### src/hdl/matre_pkg.sv
// shared types and constants for the memory access trace record encoder
`default_nettype none

package matre_pkg;

  // address bits taken into the delta, 16 to 32
  localparam int ADDR_WIDTH = 32;

  // field widths of the event and beat words
  localparam int KIND_W   = 4;
  localparam int BANK_W   = 8;
  localparam int ADDR_W   = 32;
  localparam int CYCLE_W  = 64;
  localparam int DATA_W   = 64;
  localparam int BYTES_W  = 4;

  // kind codes
  localparam logic [KIND_W-1:0] KIND_LAST_PLAIN = 4'd8;
  localparam logic [7:0]        KIND_BASE       = 8'h01;
  localparam logic [7:0]        KIND_STOP       = 8'h10;

  // cycle byte escape value
  localparam logic [7:0] CYCLE_ESC = 8'hFF;

  // valid byte counts of the two beat kinds
  localparam logic [BYTES_W-1:0] BYTES_FIRST  = 4'd7;
  localparam logic [BYTES_W-1:0] BYTES_SECOND = 4'd8;

  // record queue between front and back, depth a power of two
  localparam int QUEUE_DEPTH = 4;
  localparam int QUEUE_AW    = $clog2(QUEUE_DEPTH);

  // one encoded record waiting for the back end
  typedef struct packed {
    logic [DATA_W-1:0]  first;
    logic               escaped;
    logic [CYCLE_W-1:0] cdelta;
  } rec_t;

endpackage

`default_nettype wire

### src/hdl/matre_front.sv
// front end: keeps previous address and cycle, builds the encoded record
`default_nettype none

module matre_front
  import matre_pkg::*;
(
  input  wire logic               clk,
  input  wire logic               rst,
  input  wire logic               take,
  input  wire logic [KIND_W-1:0]  req_type,
  input  wire logic [BANK_W-1:0]  bank,
  input  wire logic [ADDR_W-1:0]  address,
  input  wire logic [CYCLE_W-1:0] cycle_number,
  output rec_t                    rec
);

  logic [ADDR_WIDTH-1:0] last_address;
  logic [CYCLE_W-1:0]    last_cycle;

  logic [ADDR_WIDTH-1:0] addr_w;
  logic [ADDR_WIDTH-1:0] d_fwd;
  logic [ADDR_WIDTH-1:0] d_back;
  logic [ADDR_WIDTH-1:0] enc_w;
  logic [7:0]            code;
  logic [CYCLE_W-1:0]    cdelta;
  logic                  escaped;
  logic [7:0]            cbyte;

  // kind code, undefined kinds fold into stop
  always_comb begin
    if (req_type <= KIND_LAST_PLAIN) begin
      code = KIND_BASE + 8'(req_type);
    end else begin
      code = KIND_STOP;
    end
  end

  // sign-magnitude address delta (magnitude shifted up, sign in bit 0), both directions computed side by side
  always_comb begin
    addr_w = address[ADDR_WIDTH-1:0];
    d_fwd  = addr_w - last_address;
    d_back = last_address - addr_w;
    if (d_fwd[ADDR_WIDTH-1]) begin
      enc_w = {d_back[ADDR_WIDTH-2:0], 1'b1};
    end else begin
      enc_w = {d_fwd[ADDR_WIDTH-2:0], 1'b0};
    end
  end

  // cycle delta and escape check
  always_comb begin
    cdelta  = cycle_number - last_cycle;
    escaped = (cdelta >= CYCLE_W'(CYCLE_ESC));
    cbyte   = escaped ? CYCLE_ESC : cdelta[7:0];
  end

  // record word for the queue
  always_comb begin
    rec.first   = {8'h00, cbyte, ADDR_W'(enc_w), bank, code};
    rec.escaped = escaped;
    rec.cdelta  = cdelta;
  end

  // previous event state
  always_ff @(posedge clk) begin
    if (rst) begin
      last_address <= '0;
      last_cycle   <= '0;
    end else if (take) begin
      last_address <= addr_w;
      last_cycle   <= cycle_number;
    end
  end

endmodule

`default_nettype wire

### src/hdl/matre_queue.sv
// short record queue between front and back ends
`default_nettype none

module matre_queue
  import matre_pkg::*;
(
  input  wire logic clk,
  input  wire logic rst,
  input  wire logic wr,
  input  wire rec_t wr_rec,
  output logic      full,
  input  wire logic rd,
  output rec_t      rd_rec,
  output logic      avail
);

  rec_t                slots [QUEUE_DEPTH];
  logic [QUEUE_AW-1:0] wr_ptr;
  logic [QUEUE_AW-1:0] rd_ptr;
  logic [QUEUE_AW:0]   count;

  // status and head word
  always_comb begin
    full   = (count == (QUEUE_AW+1)'(QUEUE_DEPTH));
    avail  = (count != '0);
    rd_rec = slots[rd_ptr];
  end

  // storage
  always_ff @(posedge clk) begin
    if (wr) begin
      slots[wr_ptr] <= wr_rec;
    end
  end

  // pointers and fill count
  always_ff @(posedge clk) begin
    if (rst) begin
      wr_ptr <= '0;
      rd_ptr <= '0;
      count  <= '0;
    end else begin
      if (wr) begin
        wr_ptr <= wr_ptr + 1'b1;
      end
      if (rd) begin
        rd_ptr <= rd_ptr + 1'b1;
      end
      case ({wr, rd})
        2'b10:   count <= count + 1'b1;
        2'b01:   count <= count - 1'b1;
        default: count <= count;
      endcase
    end
  end

endmodule

`default_nettype wire

### src/hdl/matre_back.sv
// back end: splits records into beats and holds the output word
`default_nettype none

module matre_back
  import matre_pkg::*;
(
  input  wire logic                clk,
  input  wire logic                rst,
  input  wire rec_t                rec,
  input  wire logic                avail,
  output logic                     rd,
  input  wire logic                pop,
  output logic                     empty,
  output logic [DATA_W-1:0]        beat_data,
  output logic [BYTES_W-1:0]       beat_bytes,
  output logic                     last_beat
);

  logic               out_valid;
  logic               second_pending;
  logic [CYCLE_W-1:0] held_cdelta;
  logic               can_load;

  // load the output word when it is free or being taken
  always_comb begin
    empty    = !out_valid;
    can_load = !out_valid || pop;
    rd       = can_load && !second_pending && avail;
  end

  // control state
  always_ff @(posedge clk) begin
    if (rst) begin
      out_valid      <= 1'b0;
      second_pending <= 1'b0;
    end else if (can_load) begin
      if (second_pending) begin
        out_valid      <= 1'b1;
        second_pending <= 1'b0;
      end else begin
        out_valid      <= avail;
        second_pending <= avail && rec.escaped;
      end
    end
  end

  // output word and held cycle delta
  always_ff @(posedge clk) begin
    if (can_load) begin
      if (second_pending) begin
        beat_data  <= held_cdelta;
        beat_bytes <= BYTES_SECOND;
        last_beat  <= 1'b1;
      end else if (avail) begin
        beat_data   <= rec.first;
        beat_bytes  <= BYTES_FIRST;
        last_beat   <= !rec.escaped;
        held_cdelta <= rec.cdelta;
      end
    end
  end

endmodule

`default_nettype wire

### src/hdl/memory_access_trace_record_encoder.sv
// top level of the memory access trace record encoder
//
// Events enter through a queue-style port: an event is taken at a rising edge
// with push high and full low. Each event becomes one trace record: a 7-byte
// first word (kind code, bank, sign-magnitude address delta, cycle byte)
// and, when the cycle delta is 255 or more, an 8-byte second word with the
// full delta. Words leave through a queue-style port: while empty is low the
// oldest word is on beat_data, beat_bytes and last_beat, and pop takes it.
// A taken event is written into the record queue; the output register loads
// its first word from the queue head. One event is taken per cycle while full
// is low; the output register moves one word per cycle while pop is high.
// A four-entry record queue sits between the encoding front end and the word
// back end; when pop stays low the queue fills and full rises, and no word
// is dropped. Reset clears the previous address and cycle to zero and empties
// the queue and output register; no clearing pass is needed.
`default_nettype none

module memory_access_trace_record_encoder
  import matre_pkg::*;
(
  input  wire logic               clk,
  input  wire logic               rst,
  input  wire logic               push,
  output logic                    full,
  input  wire logic [KIND_W-1:0]  req_type,
  input  wire logic [BANK_W-1:0]  bank,
  input  wire logic [ADDR_W-1:0]  address,
  input  wire logic [CYCLE_W-1:0] cycle_number,
  input  wire logic               pop,
  output logic                    empty,
  output logic [DATA_W-1:0]       beat_data,
  output logic [BYTES_W-1:0]      beat_bytes,
  output logic                    last_beat
);

  logic take;
  rec_t front_rec;
  rec_t head_rec;
  logic head_avail;
  logic head_rd;

  // event accept
  assign take = push && !full;

  // encoding front end
  matre_front u_front (
    .clk          (clk),
    .rst          (rst),
    .take         (take),
    .req_type     (req_type),
    .bank         (bank),
    .address      (address),
    .cycle_number (cycle_number),
    .rec          (front_rec)
  );

  // record queue
  matre_queue u_queue (
    .clk    (clk),
    .rst    (rst),
    .wr     (take),
    .wr_rec (front_rec),
    .full   (full),
    .rd     (head_rd),
    .rd_rec (head_rec),
    .avail  (head_avail)
  );

  // word back end
  matre_back u_back (
    .clk        (clk),
    .rst        (rst),
    .rec        (head_rec),
    .avail      (head_avail),
    .rd         (head_rd),
    .pop        (pop),
    .empty      (empty),
    .beat_data  (beat_data),
    .beat_bytes (beat_bytes),
    .last_beat  (last_beat)
  );

endmodule

`default_nettype wire
### config.mk
export PLATFORM = sky130hd
export DESIGN_NAME = memory_access_trace_record_encoder
export DESIGN_NICKNAME = d
export VERILOG_FILES = /design/src/hdl/matre_pkg.sv /design/src/hdl/matre_front.sv /design/src/hdl/matre_queue.sv /design/src/hdl/matre_back.sv /design/src/hdl/memory_access_trace_record_encoder.sv
export SDC_FILE = /design/constraint.sdc
export NUM_CORES = 1
export LEC_CHECK = 0
export ABC_AREA = 1
export ABC_CLOCK_PERIOD_IN_PS = 14090
export BUFFER_PORTS_ARGS = -buffer_cell sky130_fd_sc_hd__buf_2
export CAP_MARGIN = 20
export CORE_MARGIN = 2
export CORE_UTILIZATION = 48
export DETAILED_ROUTE_END_ITERATION = 10
export PLACE_DENSITY = 0.68
export SYNTH_ARGS = -nofsm -noshare
export SYNTH_HDL_FRONTEND = slang
export SYNTH_SLANG_ARGS = --single-unit
### constraint.sdc
create_clock -name clk -period 14.09 [get_ports clk]
set_clock_uncertainty 0.2 [all_clocks]
set_input_delay 2.818 -clock clk [delete_from_list [all_inputs] [get_ports clk]]
set_output_delay 2.818 -clock clk [all_outputs]
set_load 0.02 [all_outputs]
==> flow_summary.ini <==
[critical_path]
start_kind = input port
reg2reg_from = u_front.last_cycle[0]
path_max_fanout = 9
required_ns = 14.20
crit_arrival_ns = 5.91
r2r_setup_slack_ns = 10.34
worstReg2RegEnd = u_queue.slots[1][120]
crit_type = input port to flip-flop
reg2reg_depth = 18
end_kind = flip-flop

[global_routing]
grt_pass1_wl_mm = 147
grt_overflow = 0
antenna_found_initial = 5
grt_use_total_pct = 24.5
grt_max_degree = 206
grt_pass1_vias = 26217

[final_layout]
syn2layout_area_growth_pct = 11.7
nets = 4311
fillCellCount = 6611
layout_common_cells = 728 x nand2_1, 692 x nor2_1, 603 x edfxtp_1
antenna_cells = 0
final_common_cell = nand2_1
drive_gt1_share_pct = 8.93

[clock_network]
root_buffer = clkbuf_16
clock-sinks = 710
clock_path_buffers = 3
cts.repair.resized = 0
post_cts.repair.setup_buffers = 0
clk_latency_ns = 0.65
htree_num_levels = 3
holdBufCountCts = 0
clkSlewWorstSetupHoldPaths_ns = 0.06
cts_buffers = 78
cts_tree = yes

[logic_synthesis]
syn_nets = 4186
synth_cells = 3939
synth_edf_count = 603
synth_top_area_cell = edfxtp_1
synth-main-ff-cell = edfxtp_1
yosysSeqAreaShare_pct = 56.5
syn-cell-area_mm2 = 0.0358
synth_cell_types = 48
syn_avg_cell_area_um2 = 9.10
synth_warnings = 0
yosysTopAreaCellShare_pct = 50.5
ys_ff_latch = 710
ys_top_cells_by_area = edfxtp_1 51%, nand2_1 7.6%, nor2_1 7.3%
async_reset_ff_share_pct = 0

[drt]
wl_per_cell_um = 18.6
drt-pass1-iter-count = 6
routed_wl_mm = 94.6
dr_total_vias = 27351
ant_nets = 0
viasPerCell = 5.37
drc = 0
first_iter_violations = 2589

[sta]
relSlewSlack_pct = 29.1
clock.fmax_mhz = 173
worstMarginPinSlew_ns = 1.06
setup_viol = 0
hold_viol = 0
rsz0062_at_grt = no
fin_tns_setup_ns = 0
slew_viol_final = 0
timing.hold.ws_ns = 0.265
timing.final.crit_period_ns = 5.80
period_share_pct = 41.1

[floorplan]
die-area_mm2 = 0.0769
ios = 183
die_w_um = 277
start_util_pct = 48.3
rows = 100
core_area_mm2 = 0.0742
fp.dieH_um = 277

[placed_design]
hpwl_mm = 66.0
io_buffers = 182
gp_congestion = 0.954

[min_path]
whs_path_depth = 2
worstHoldEndpoint = u_front.last_cycle[42]
hp-class = flip-flop to flip-flop
hp-start = u_front.last_cycle[42]

[power]
p_per_area_mw_per_mm2 = 189
ir_drop_v = 0.000136
p_leak_nw = 16.3

[status]
outcome = finished, final reports clean

[run]
maxCapViolations = 0
synthesized netlist by cell type, drive strengths merged, types with 66 or more instances:
master  count
nand2     744
nand3      97
edfxtp    603
a21oi     159
inv       510
a211oi     99
nor2      710
ha        131
o22ai      66
dfxtp     107
clkbuf    130
o21ai     317
worst max-delay path by stage:
stage,end,slack (ns),depth (start not counted),startpoint
final,u_queue.slots[1][120],8.29,20,cycle_number[0]
after global routing,u_queue.slots[0][118],8.02,20,cycle_number[0]
after CTS,u_queue.slots[2][113],8.32,20,cycle_number[0]
after detailed placement,u_queue.slots[2][113],7.65,20,cycle_number[0]
after global placement,u_queue.slots[1][120],7.63,20,cycle_number[0]
after floorplan,u_queue.slots[0][0],4.99,5,push
sequential cells by signal, indices dropped and copies added, names as in the netlist, 3 cells and up, named ones only:
register              count
u_back.beat_data         64
u_back.held_cdelta       64
u_front.last_address     32
u_front.last_cycle       64
u_queue.count             3
u_queue.slots           472
final cells by class:
| class | count | area, µm² | share of cell area, % |
|---|---|---|---|
| flip-flops and latches | 710 | 20300 | 50.6 |
| inverters | 512 | 1930 | 4.83 |
| well taps | 969 | 1210 | 3.03 |
| clock buffers | 94 | 2020 | 5.05 |
| multi-input cells | 2560 | 13100 | 32.7 |
| repair buffers | 202 | 1100 | 2.75 |
| clock inverters | 42 | 420 | 1.05 |
power breakdown:
group	total, mW	leakage, nW	switching [mW]	internal [mW]
clock network	1.93	1.16	0.852	1.07
registers	3.17	6.36	0.164	3.01
logic	2.48	8.80	1.83	0.657
critical path, cell delays in order:
cell and delay (ns):
buf_2 0.07, inv_1 0.06, ha_1 0.23, fa_1 0.42
inv_1 0.10, nand3_1 0.10, nand2_2 0.12, nand2_2 0.07
nand2_2 0.12, nand2_2 0.06, nand2_1 0.12, nand2_1 0.07
nand2_1 0.26, nand2_1 0.09, nor2_1 0.16, nand3_1 0.09
nor2_1 0.10, nand3_1 0.12, nor3_4 0.44, nand4_1 0.26
per-stage QoR:
step	std cells	util [%]	setup slack [ns]	instance area [µm²]	total power, mW
global route	5089	53.9	8.02	40000	8.01
floorplan	3939	-	4.99	35800	4.82
CTS	5089	53.9	8.32	40000	7.62
global placement	4952	50.6	7.63	37600	5.65
finish	5089	53.9	8.29	40000	7.58
detailed placement	4953	50.7	7.65	37600	5.69
cell families (layout without fill, tap and decap cells):
kind of cell,after synthesis,count (layout),synth area share [%]
compound gates,734,734,11.7
flops,710,710,56.5
fa+ha+maj,135,135,4.80
xor+xnor,68,68,1.66
simple gates,1623,1623,18.2
buf+inv,669,850,7.09
routing by layer:
layer  wire (µm)  vias to the layer above  track usage [%]  part of all wire [%]
met3        6540                      183             3.94                   6.9
met1       40900                    12801             32.9                    43
met5          26                        -                0                 0.027
met2       43900                      922             40.0                    46
li1            -                    13441                -                     -
met4        3220                        4             9.17                   3.4
Note: power is estimated with default switching activity, not from simulation.
